File: src/rtl/bvpi_pkg.sv
// Package for the bounding-volume pair intersect block.
// Holds widths, pair-kind codes, pipeline side structs and the output saturator.
package bvpi_pkg;

  localparam int CB   = 16;          // coordinate width
  localparam int FB   = 8;           // fraction bits
  localparam int VB   = 18;          // result component width
  localparam int FW   = 48;          // packed input field width
  localparam int DW   = CB + 1;      // centre difference
  localparam int LW   = CB + 1;      // root (centre distance)
  localparam int SQW  = 2 * CB + 2;  // squared distance
  localparam int RSW  = CB + 1;      // radius sum
  localparam int DSW  = CB + 3;      // signed distance minus radius sum
  localparam int PW   = 2 * CB + 4;  // d * dist product
  localparam int NW   = PW + 1;      // rounded dividend
  localparam int DDW  = LW + 1;      // doubled divisor
  localparam int QB   = CB + 3;      // quotient bits
  localparam int GW   = CB + 3;      // box gap / sphere-box vector
  localparam int SBQ  = 2 * GW + 2;  // sphere-box squared length
  localparam int SATW = QB + 1;      // widest value fed to the saturator

  typedef enum logic [1:0] {
    OP_SS = 2'd0,
    OP_BB = 2'd1,
    OP_SB = 2'd2,
    OP_BS = 2'd3
  } op_e;

  typedef logic signed [VB-1:0] vec_t;

  localparam vec_t VEC_MAX   = vec_t'((1 <<< (VB - 1)) - 1);
  localparam vec_t VEC_MIN   = vec_t'(-(1 <<< (VB - 1)));
  localparam vec_t VEC_UNSUP = vec_t'(-(1 <<< FB));

  typedef struct packed {
    op_e                   op;
    logic [2:0][DW-1:0]    d;
    logic signed [RSW-1:0] rsum;
    logic                  hit;
    logic [2:0][VB-1:0]    vec;
  } side_t;

  typedef struct packed {
    side_t      sd;
    logic       hss;
    logic       lz;
    logic [2:0] neg;
  } tail_t;

  function automatic vec_t sat_vec(input logic signed [SATW-1:0] v);
    vec_t r;
    if (v > SATW'(VEC_MAX)) begin
      r = VEC_MAX;
    end else if (v < SATW'(VEC_MIN)) begin
      r = VEC_MIN;
    end else begin
      r = VB'(v);
    end
    return r;
  endfunction

endpackage

File: src/rtl/bvpi_sqrt.sv
// Pipelined integer square root, one root bit per register stage.
// Depends on bvpi_pkg.
module bvpi_sqrt import bvpi_pkg::*; (
  input  logic           clk_i,
  input  logic           en_i,
  input  logic [SQW-1:0] rad_i,
  output logic [LW-1:0]  root_o
);

  logic [SQW-1:0] rem_q  [LW];
  logic [LW-1:0]  root_q [LW];

  for (genvar s = 0; s < LW; s++) begin : g_stage
    localparam int K = LW - 1 - s;
    logic [SQW-1:0] rem_in, rem_d;
    logic [LW-1:0]  root_in, root_d;
    logic [SQW:0]   trial;

    always_comb begin
      if (s == 0) begin
        rem_in  = rad_i;
        root_in = '0;
      end else begin
        rem_in  = rem_q[(s == 0) ? 0 : s - 1];
        root_in = root_q[(s == 0) ? 0 : s - 1];
      end
      trial  = ((SQW + 1)'(root_in) << (K + 1)) + ((SQW + 1)'(1) << (2 * K));
      rem_d  = rem_in;
      root_d = root_in;
      if ({1'b0, rem_in} >= trial) begin
        rem_d     = SQW'({1'b0, rem_in} - trial);
        root_d[K] = 1'b1;
      end
    end

    always_ff @(posedge clk_i) begin
      if (en_i) begin
        rem_q[s]  <= rem_d;
        root_q[s] <= root_d;
      end
    end
  end

  assign root_o = root_q[LW-1];

endmodule

File: config.mk
export PLATFORM = sky130hd
export DESIGN_NAME = bvpi_sqrt
export DESIGN_NICKNAME = d
export VERILOG_FILES = /design/src/rtl/bvpi_pkg.sv /design/src/rtl/bvpi_sqrt.sv
export SDC_FILE = /design/constraint.sdc
export NUM_CORES = 1
export LEC_CHECK = 0
export BUFFER_PORTS_ARGS = -buffer_cell sky130_fd_sc_hd__buf_2
export CAP_MARGIN = 20
export CORE_MARGIN = 1
export CORE_UTILIZATION = 60
export CTS_BUF_LIST = sky130_fd_sc_hd__clkbuf_4 sky130_fd_sc_hd__clkbuf_8
export DETAILED_ROUTE_END_ITERATION = 16
export GPL_TIMING_DRIVEN = 0
export PLACE_DENSITY = 0.84
export SKIP_CTS_REPAIR_TIMING = 1
export SYNTH_ARGS = -nofsm -noshare
export SYNTH_HDL_FRONTEND = slang
export SYNTH_SLANG_ARGS = --single-unit
File: constraint.sdc
create_clock -name clk_i -period 4.66 [get_ports clk_i]
set_clock_uncertainty 0.15 [all_clocks]
set_input_delay 0.932 -clock clk_i [delete_from_list [all_inputs] [get_ports clk_i]]
set_output_delay 0.932 -clock clk_i [all_outputs]
set_load 0.02 [all_outputs]
==> out/qor.yml <==
outcome:
  outcome: "finished clean"
finish:
  final_cell_mix: "edfxtp_1 (697), inv_1 (206), ha_1 (166)"
  final_area_mm2: 0.0362
  drive_above_1_share_pct: 10.4
  final_common_cell: "edfxtp_1"
  syn_to_final_growth_pct: 10.0
  final_nets: 2900
setup_path:
  cp_max_fo: 10
  crit_chain: "ha_1 -> o21ai_0 -> a21oi_1 -> o311ai_0 -> a31oi_1 -> nor2_1 -> clkbuf_1 -> clkbuf_1 -> o21ai_0"
  critical_path_buf_inv_count: 2
  critPathKind: "reg2reg"
  critPathRequiredTime_ps: 4930
  cp_slowest_cell: "o311ai_0"
  cpLargestDelayFamily: "compound AO/OA/AOI/OAI gates"
  worst_ep_arrival_time_ps: 4610
  critical-path-max-stage-delay_ps: 850
  cp-start-kind: "flip-flop"
  end_kind: "flip-flop"
yosys:
  yosys.area.top_type: "edfxtp_1"
  synth_top_family_by_area: "simple AND/OR/NAND/NOR gates"
  synth_edf_count: 697
  synthTopCellsByArea: "edfxtp_1 (64%), ha_1 (6.3%), xnor2_1 (3.2%), xor2_1 (2.6%), inv_1 (2.3%)"
  yosysUniqueCellTypes: 74
  syn_area_per_cell_um2: 13.0
  syn_inst: 2530
  yosys.area_share.adder_pct: 6.31
  synth_compound_area_share_pct: 8.51
  synth.top_cell.area_share_pct: 63.6
  syn_nets: 2732
  ys.flop_type: "edfxtp_1"
  yosys.area_share.simple_pct: 11.5
  synthXorXnorAreaFrac_pct: 5.80
  async_reset_ff_share_pct: 0
  ys_seq_area_share_pct: 63.6
  synth_mux_area_share_pct: 1.44
  ys_seq_elements: 697
  yosysWarnings: 0
  synth.cell_area_mm2: 0.0329
routing:
  viasPerCell: 5.92
  wl_mm: 65.5
  routed.top_layer: "met4"
  wl_per_cell_um: 18.9
  drt_iter0_markers: 1428
  drc_errors: 0
  wl_met3_mm: 2.53
  ant_nets: 0
  wl_met2_mm: 37.2
  via_count: 20534
  wl_met1_mm: 22.3
  firstDrtPassIters: 6
timing:
  hold_viol: 0
  min_period_ps: 4340
  whs_ps: 236
  fin_crit_sh_pct: 93.2
  rsz0062_at_grt: "false"
  finalMaxSlewViolations: 0
  setup_viol_count_final: 0
  fmax_mhz: 230
  worst_pin_slew_ps: 1270
  slew_headroom_pct: 14.0
  setup_ws_ps: 316
clock_network:
  cts.clk_slew.worst_paths_ps: 60
  insertion_delay_ps: 740
  cts_buffers: 109
  ctsHtreeMaxLevel: 3
  cts_tree: "done"
  clock-sinks: 697
  clk_path_buf_depth: 3
  cts-root-buf: "clkbuf_8"
place:
  dp_hpwl_mm: 47.6
  place_area_mm2: 0.0342
  port_buffers: 52
  preCtsSetupSlack_ps: 382
  gp_congestion: 0.973
floorplanning:
  dieArea_mm2: 0.0558
  design.core.area_mm2: 0.0540
  fp.dieH_um: 236
  rows: 85
  ios: 53
  start_util_pct: 61.0
  die_w_um: 236
global_route:
  grt.total_usage_pct: 23.6
  gr-total-overflow: 0
  grt_pass1_wl_mm: 104
  grt_max_degree: 133
  grt_antenna_before_repair: 1
  grt_pass1_vias: 21470
run:
  cap_viol_max_count: 0
power:
  p_leak_nw: 13.7
  max-vdd-ir-drop_mv: 0.319
  powerDensity_mw_per_mm2: 443
min_path:
  hp-class: "in2reg"
[final cells by class]
cell class                      instances  area, um^2
Antenna cell                            1        2.50
Inverter                              210         788
Clock buffer                          137        1710
Buffer                                 35         151
Sequential cell                       697       20900
Clock inverter                         49         318
Tap cell                              696         871
Fill cell                            3681       17800
Timing Repair Buffer                   57         408
Multi-Input combinational cell       1588       11100
[cell usage after synthesis, types with 27 or more instances]
cell type,n
nor4_1,81
ha_1,166
nor3_1,85
nor2_1,137
xnor2_1,119
xor2_1,99
edfxtp_1,697
a21o_1,30
a21oi_1,122
nand2_1,146
o21ai_0,117
mux2_2,36
nand4_1,43
o31ai_1,27
o21a_1,34
nand2b_1,35
nand3_1,42
inv_1,206
[worst register-to-register path, stage by stage, from the launching register on]
cell and delay, ps:
edfxtp_1 400, ha_1 380, o21ai_0 350, a21oi_1 130, o311ai_0 850, a31oi_1 420
nor2_1 240, clkbuf_1 470, clkbuf_1 470, o21ai_0 210
[flip-flops by register name, summed over array words and instances (netlist names)]
name    count
root_q    153
rem_q     544
[through the flow]
| step | setup TNS [ps] | instances | power [W] | util [%] |
|---|---|---|---|---|
| after floorplan | 0 | 2530 | 0.0104 | - |
| after global placement | -5155650 | 3278 | 0.0112 | 63.0 |
| after detailed placement | 0 | 3283 | 0.0112 | 63.3 |
| after CTS | 0 | 3469 | 0.0161 | 67.1 |
| after global routing | 0 | 3470 | 0.0168 | 67.1 |
| final | 0 | 3470 | 0.0160 | 67.1 |
[layer usage]
metal,vias up,track usage [%]
li1,9880,-
met1,9867,21.6
met2,576,47.6
met3,211,3.96
met4,0,14.1
met5,-,0
[cells by family (layout without fill, tap and decap cells)]
group                    after synthesis  in the layout
buffers and inverters                245            488
adder cells (fa/ha/maj)              166            166
other                                  0              1
multiplexers                          43             43
AO/OA/AOI/OAI                        441            441
AND/OR/NAND/NOR                      720            720
XOR/XNOR                             218            218
flip-flops                           697            697
[report_power, final]
group	leakage (nW)	switching (W)	internal, W
Sequential	6.68	0.000525	0.00788
Combinational	5.92	0.00159	0.00119
Clock	1.07	0.00233	0.00253
Total	13.7	0.00445	0.0116
[path summary, 6_finish.rpt]
kind                 start  cells after the start  slack [ps]            end
max          rem_q[0][449]                      9         320  rem_q[0][487]
min reg2reg   rem_q[0][78]                      0         280  rem_q[0][112]
min              rad_i[14]                      1         240   rem_q[0][14]
max reg2reg  rem_q[0][449]                      9         320  rem_q[0][487]
Power figures use the tool's default switching activity.
