--- config.mk ---
export PLATFORM = sky130hd
export DESIGN_NAME = bvpi_div
export DESIGN_NICKNAME = d
export VERILOG_FILES = /design/src/rtl/bvpi_pkg.sv /design/src/rtl/bvpi_div.sv
export SDC_FILE = /design/constraint.sdc
export NUM_CORES = 2
export LEC_CHECK = 0
export ABC_AREA = 1
export BUFFER_PORTS_ARGS = -buffer_cell sky130_fd_sc_hd__buf_2
export CAP_MARGIN = 25
export CORE_MARGIN = 3
export CORE_UTILIZATION = 50
export DETAILED_ROUTE_END_ITERATION = 16
export PLACE_DENSITY = 0.66
export RECOVER_POWER = 25
export SLEW_MARGIN = 0
export SYNTH_ARGS = -nofsm -noshare
export SYNTH_HDL_FRONTEND = slang
export SYNTH_SLANG_ARGS = --single-unit
--- constraint.sdc ---
create_clock -name clk_i -period 1.9 [get_ports clk_i]
set_input_delay 0.19 -clock clk_i [delete_from_list [all_inputs] [get_ports clk_i]]
set_output_delay 0.19 -clock clk_i [all_outputs]
set_load 0.03 [all_outputs]
--- src/rtl/bvpi_pkg.sv ---
// Package for the bounding-volume pair intersect block.
// Holds widths, pair-kind codes, pipeline side structs and the output saturator.
package bvpi_pkg;

  localparam int CB   = 16;          // coordinate width
  localparam int FB   = 8;           // fraction bits
  localparam int VB   = 18;          // result component width
  localparam int FW   = 48;          // packed input field width
  localparam int DW   = CB + 1;      // centre difference
  localparam int LW   = CB + 1;      // root (centre distance)
  localparam int SQW  = 2 * CB + 2;  // squared distance
  localparam int RSW  = CB + 1;      // radius sum
  localparam int DSW  = CB + 3;      // signed distance minus radius sum
  localparam int PW   = 2 * CB + 4;  // d * dist product
  localparam int NW   = PW + 1;      // rounded dividend
  localparam int DDW  = LW + 1;      // doubled divisor
  localparam int QB   = CB + 3;      // quotient bits
  localparam int GW   = CB + 3;      // box gap / sphere-box vector
  localparam int SBQ  = 2 * GW + 2;  // sphere-box squared length
  localparam int SATW = QB + 1;      // widest value fed to the saturator

  typedef enum logic [1:0] {
    OP_SS = 2'd0,
    OP_BB = 2'd1,
    OP_SB = 2'd2,
    OP_BS = 2'd3
  } op_e;

  typedef logic signed [VB-1:0] vec_t;

  localparam vec_t VEC_MAX   = vec_t'((1 <<< (VB - 1)) - 1);
  localparam vec_t VEC_MIN   = vec_t'(-(1 <<< (VB - 1)));
  localparam vec_t VEC_UNSUP = vec_t'(-(1 <<< FB));

  typedef struct packed {
    op_e                   op;
    logic [2:0][DW-1:0]    d;
    logic signed [RSW-1:0] rsum;
    logic                  hit;
    logic [2:0][VB-1:0]    vec;
  } side_t;

  typedef struct packed {
    side_t      sd;
    logic       hss;
    logic       lz;
    logic [2:0] neg;
  } tail_t;

  function automatic vec_t sat_vec(input logic signed [SATW-1:0] v);
    vec_t r;
    if (v > SATW'(VEC_MAX)) begin
      r = VEC_MAX;
    end else if (v < SATW'(VEC_MIN)) begin
      r = VEC_MIN;
    end else begin
      r = VB'(v);
    end
    return r;
  endfunction

endpackage

--- src/rtl/bvpi_div.sv ---
// Pipelined restoring divider, one quotient bit per register stage.
// Depends on bvpi_pkg.
module bvpi_div import bvpi_pkg::*; (
  input  logic           clk_i,
  input  logic           en_i,
  input  logic [NW-1:0]  num_i,
  input  logic [DDW-1:0] den_i,
  output logic [QB-1:0]  quo_o
);

  logic [DDW-1:0] rem_q [QB];
  logic [NW-1:0]  num_q [QB];
  logic [DDW-1:0] den_q [QB];
  logic [QB-1:0]  quo_q [QB];

  for (genvar s = 0; s < QB; s++) begin : g_stage
    localparam int K = QB - 1 - s;
    logic [DDW-1:0] rem_in, rem_d, den_in;
    logic [NW-1:0]  num_in;
    logic [QB-1:0]  quo_in, quo_d;
    logic [DDW:0]   t;

    always_comb begin
      if (s == 0) begin
        rem_in = DDW'(num_i[NW-1:QB]);
        num_in = num_i;
        den_in = den_i;
        quo_in = '0;
      end else begin
        rem_in = rem_q[(s == 0) ? 0 : s - 1];
        num_in = num_q[(s == 0) ? 0 : s - 1];
        den_in = den_q[(s == 0) ? 0 : s - 1];
        quo_in = quo_q[(s == 0) ? 0 : s - 1];
      end
      t     = {rem_in, num_in[K]};
      rem_d = DDW'(t);
      quo_d = quo_in;
      if (t >= {1'b0, den_in}) begin
        rem_d    = DDW'(t - {1'b0, den_in});
        quo_d[K] = 1'b1;
      end
    end

    always_ff @(posedge clk_i) begin
      if (en_i) begin
        rem_q[s] <= rem_d;
        num_q[s] <= num_in;
        den_q[s] <= den_in;
        quo_q[s] <= quo_d;
      end
    end
  end

  assign quo_o = quo_q[QB-1];

endmodule
==> impl_metrics.xml <==
<?xml version="1.0" encoding="UTF-8"?>
<metrics>
  <group name="placed_design">
    <metric name="dp_worst_setup_slack" unit="ns">-0.3749</metric>
    <metric name="gpl.final_weighted_congestion" unit="">0.9415</metric>
    <metric name="place.detailed.hpwl" unit="mm">120.7</metric>
    <metric name="buffer_ports.inserted" unit="">75</metric>
    <metric name="place_inst" unit="">9177</metric>
  </group>
  <group name="clocking">
    <metric name="tritoncts.num_buffers" unit="">107</metric>
    <metric name="tritoncts" unit="">built</metric>
    <metric name="insertion_delay" unit="ns">0.72</metric>
    <metric name="ctsRootBufferMaster" unit="">clkbuf_16</metric>
    <metric name="clkSlewWorstSetupHoldPaths" unit="ns">0.07</metric>
    <metric name="clock_tree.buffer_depth" unit="">3</metric>
    <metric name="cts.sink_count" unit="">1009</metric>
    <metric name="cts_htree_levels" unit="">3</metric>
  </group>
  <group name="floorplan">
    <metric name="num_io_pins" unit="">76</metric>
    <metric name="floorplan.initialDensity" unit="%">50.56</metric>
    <metric name="die-area" unit="um2">118200</metric>
    <metric name="die_height" unit="um">343.7</metric>
    <metric name="chipWidth" unit="um">343.7</metric>
    <metric name="placement_rows" unit="">123</metric>
    <metric name="core_area" unit="um2">112800</metric>
  </group>
  <group name="setup_path">
    <metric name="critical_path_class" unit="">flop to flop</metric>
    <metric name="critical_path_arrival" unit="ns">2.70</metric>
    <metric name="crit_end_element" unit="">flop</metric>
    <metric name="crit_path_max_fanout" unit="">5</metric>
    <metric name="critical_path_required_time" unit="ns">2.35</metric>
    <metric name="worst_setup_path_start_kind" unit="">flop</metric>
  </group>
  <group name="drt">
    <metric name="postRouteWirelength" unit="mm">191.9</metric>
    <metric name="drt_iter0_markers" unit="">4197</metric>
    <metric name="first_drt_pass_iteration_count" unit="">6</metric>
    <metric name="route.vias.total" unit="">52900</metric>
    <metric name="detail_route.drc_violations" unit="">0</metric>
    <metric name="detail_route.vias_per_cell" unit="">5.290</metric>
    <metric name="route.antenna.remaining_nets" unit="">0</metric>
    <metric name="wl_per_cell" unit="um">19.19</metric>
  </group>
  <group name="global_routing">
    <metric name="grt_use_total" unit="%">29.28</metric>
    <metric name="gr-total-overflow" unit="">0</metric>
    <metric name="grt_pass1_vias" unit="">50470</metric>
    <metric name="grt_first_pass_wirelength" unit="mm">271.1</metric>
    <metric name="maximum_number_of_pins_on_one_net_before_global_route_repair" unit="">50</metric>
    <metric name="antenna_violations_before_repair" unit="">1</metric>
  </group>
  <group name="sta">
    <metric name="worst_slew_pin_slew" unit="ns">1.301</metric>
    <metric name="finalHoldViolations" unit="">0</metric>
    <metric name="timing.clock.skew" unit="ns">0.03302</metric>
    <metric name="achievable-frequency" unit="MHz">444.3</metric>
    <metric name="finalWorstSetupSlack" unit="ns">-0.3507</metric>
    <metric name="maxSlewHeadroom" unit="%">13.09</metric>
    <metric name="drv_slew" unit="">0</metric>
    <metric name="setup_viol" unit="">962</metric>
    <metric name="grt_setup_unrepaired" unit="">true</metric>
    <metric name="post-route-min-period" unit="ns">2.251</metric>
    <metric name="min_period_over_period" unit="%">118.5</metric>
  </group>
  <group name="logic_synthesis">
    <metric name="synth-async-reset-ratio" unit="%">0</metric>
    <metric name="post_synth_simple_gate_area" unit="%">25.63</metric>
    <metric name="synth-adder-area-share" unit="%">8.135</metric>
    <metric name="synth_warnings" unit="">0</metric>
    <metric name="synth-compound-area-share" unit="%">3.572</metric>
    <metric name="synthesis.instances" unit="">6264</metric>
    <metric name="synth_ff_type" unit="">edfxtp_1</metric>
    <metric name="netlist-cell-type-count" unit="">38</metric>
    <metric name="synth_top_family_by_area" unit="">simple AND/OR/NAND/NOR gates</metric>
    <metric name="synthesis.area" unit="um2">57030</metric>
    <metric name="yosys-mux-area-fraction" unit="%">0</metric>
    <metric name="synth_seq_area_share" unit="%">53.13</metric>
    <metric name="postSynthRegisterBits" unit="">1009</metric>
    <metric name="xor_and_xnor_area_share_after_synthesis" unit="%">2.211</metric>
    <metric name="syn-mean-instance-area" unit="um2">9.105</metric>
    <metric name="synthesis.nets" unit="">6681</metric>
    <metric name="post_synth_edffs" unit="">1009</metric>
  </group>
  <group name="power">
    <metric name="static-leakage-power" unit="nW">40.48</metric>
    <metric name="pwr_density_cell" unit="nW/um2">1638</metric>
    <metric name="vdd.ir_drop.worst" unit="mV">1.216</metric>
  </group>
  <group name="job">
    <metric name="max-cap-violations" unit="">0</metric>
  </group>
  <group name="finish">
    <metric name="finish.net_count" unit="">8823</metric>
    <metric name="finalNonFillerCells" unit="">10000</metric>
    <metric name="drive_gt1_share" unit="%">48.99</metric>
    <metric name="synthToLayoutAreaGrowth" unit="%">55.73</metric>
    <metric name="n_antenna_cell" unit="">0</metric>
  </group>
  <group name="outcome">
    <metric name="violations" unit="">setup timing</metric>
    <metric name="outcome" unit="">finished, violations left</metric>
  </group>
  <group name="min_path">
    <metric name="worstHoldPathType" unit="">primary input to flop</metric>
  </group>
</metrics>
-- flip-flops by register name, indices dropped and copies added (netlist names) --
name   count
quo_q    190
den_q    324
rem_q    324
num_q    171
-- cells in the mapped netlist (32+ instances only) --
master    number  share of area [%]
o21ai_2       63               0.97
o21ai_0       40               0.35
edfxtp_1    1009                 53
nand3_1      506                4.4
nor3_1        67               0.59
a21oi_1      163                1.4
nor2_1       458                3.0
nand3b_1     145                1.9
inv_1        980                6.5
xor2_1       134                2.1
ha_1         342                7.5
or2_2         32               0.35
nand2_2       39               0.43
nand2_1     2032                 13
nand4_1       38               0.42
-- worst max-delay path, cell delays in order, from the launching register on --
cell and delay [ns]:
edfxtp_1 0.40, inv_1 0.16, ha_4 0.24, nand2_2 0.10
inv_1 0.08, nand2_1 0.07, nand2_1 0.08, nand2_1 0.09
nand2_1 0.06, nand2_2 0.08, nand4_4 0.14, buf_12 0.18
buf_12 0.14, nand2_4 0.07, o21ai_4 0.07
-- layout by cell type (no fill, tap or decap), types with 30 or more instances in the layout --
| cell type | count |
|---|---|
| a21oi_4 | 30 |
| nor2_4 | 72 |
| edfxtp_1 | 1009 |
| o21ai_2 | 61 |
| buf_4 | 1739 |
| nand3b_1 | 145 |
| clkbuf_16 | 112 |
| nor3_1 | 42 |
| buf_12 | 38 |
| nor2_1 | 317 |
| nand3_4 | 32 |
| inv_1 | 728 |
| nor2_2 | 87 |
| nand3_2 | 199 |
| nand2_1 | 1332 |
| nand2_2 | 537 |
| xor2_1 | 125 |
| ha_1 | 57 |
| dlygate4sd3_1 | 55 |
| a21oi_1 | 91 |
| buf_6 | 129 |
| buf_2 | 63 |
| inv_2 | 245 |
| nand4_1 | 38 |
| nand2_4 | 206 |
| ha_4 | 282 |
| or2_2 | 32 |
| nand3_1 | 285 |
| a21oi_2 | 63 |
-- worst paths after layout --
path	from	endpoint	slack, ns	depth (start not counted)
max	den_q[1][5]	rem_q[2][8]	-0.35	14
min	den_i[1]	rem_q[0][1]	0.16	6
max reg2reg	den_q[1][5]	rem_q[2][8]	-0.35	14
min reg2reg	num_q[9][6]	num_q[10][6]	0.41	0
-- kinds of logic after synthesis --
family | after synthesis
adders and majority gates | 360
xor gates and xnor gates | 144
DFF | 1009
AOI/OAI and AO/OA | 323
and+or+nand+nor | 3383
buffers and inverters | 1045
-- power by group --
part	total [mW]	internal [mW]	switching [mW]	leakage [nW]
Sequential	36.1	31.5	4.64	9.88
Combinational	87.1	41.6	45.5	28.8
Clock	22.2	12.9	9.31	1.80
-- repair_timing --
item / 4_1_cts / 5_1_grt
pin swaps: 503 / 554
endpoints found under the setup margin: 323 / 341
hold buffers: 55 / 0
gates resized for setup: 1415 / 946
setup buffers: 301 / 230
endpoints found under the hold margin: 70 / 0
gates cloned: 41 / 16
-- per-stage QoR --
stage          instance area [um2]  setup TNS, ns  total power, mW  hold slack [ns]  util [%]
2_1_floorplan                57190              0            65.61           0.2889         -
3_3_place_gp                 69880         -73.14            91.90           0.3667     61.95
3_5_place_dp                 69880         -77.56            92.69           0.3681     61.95
4_1_cts                      83630         -38.25            131.8          0.06109     74.13
5_1_grt                      88810        -232.99            152.9           0.1567     78.73
6_report                     88810         -90.97            145.5           0.1582     78.73
-- final cells by class --
class,instances,area (um2)
repair buffers,2065,16650
inverters,989,3751
well taps,1500,1877
clock buffers,117,2715
fillers,6710,23990
multi-input cells,4234,32510
clock inverters,86,1013
flip-flops and latches,1009,30300
-- per-layer routing --
metal	GRT usage (%)	share of wire, %
met1	36.70	39
met2	51.30	50
met3	3.242	5.7
met4	12.61	5.7
met5	0	0
No activity file was read; power rests on OpenSTA's default activity.
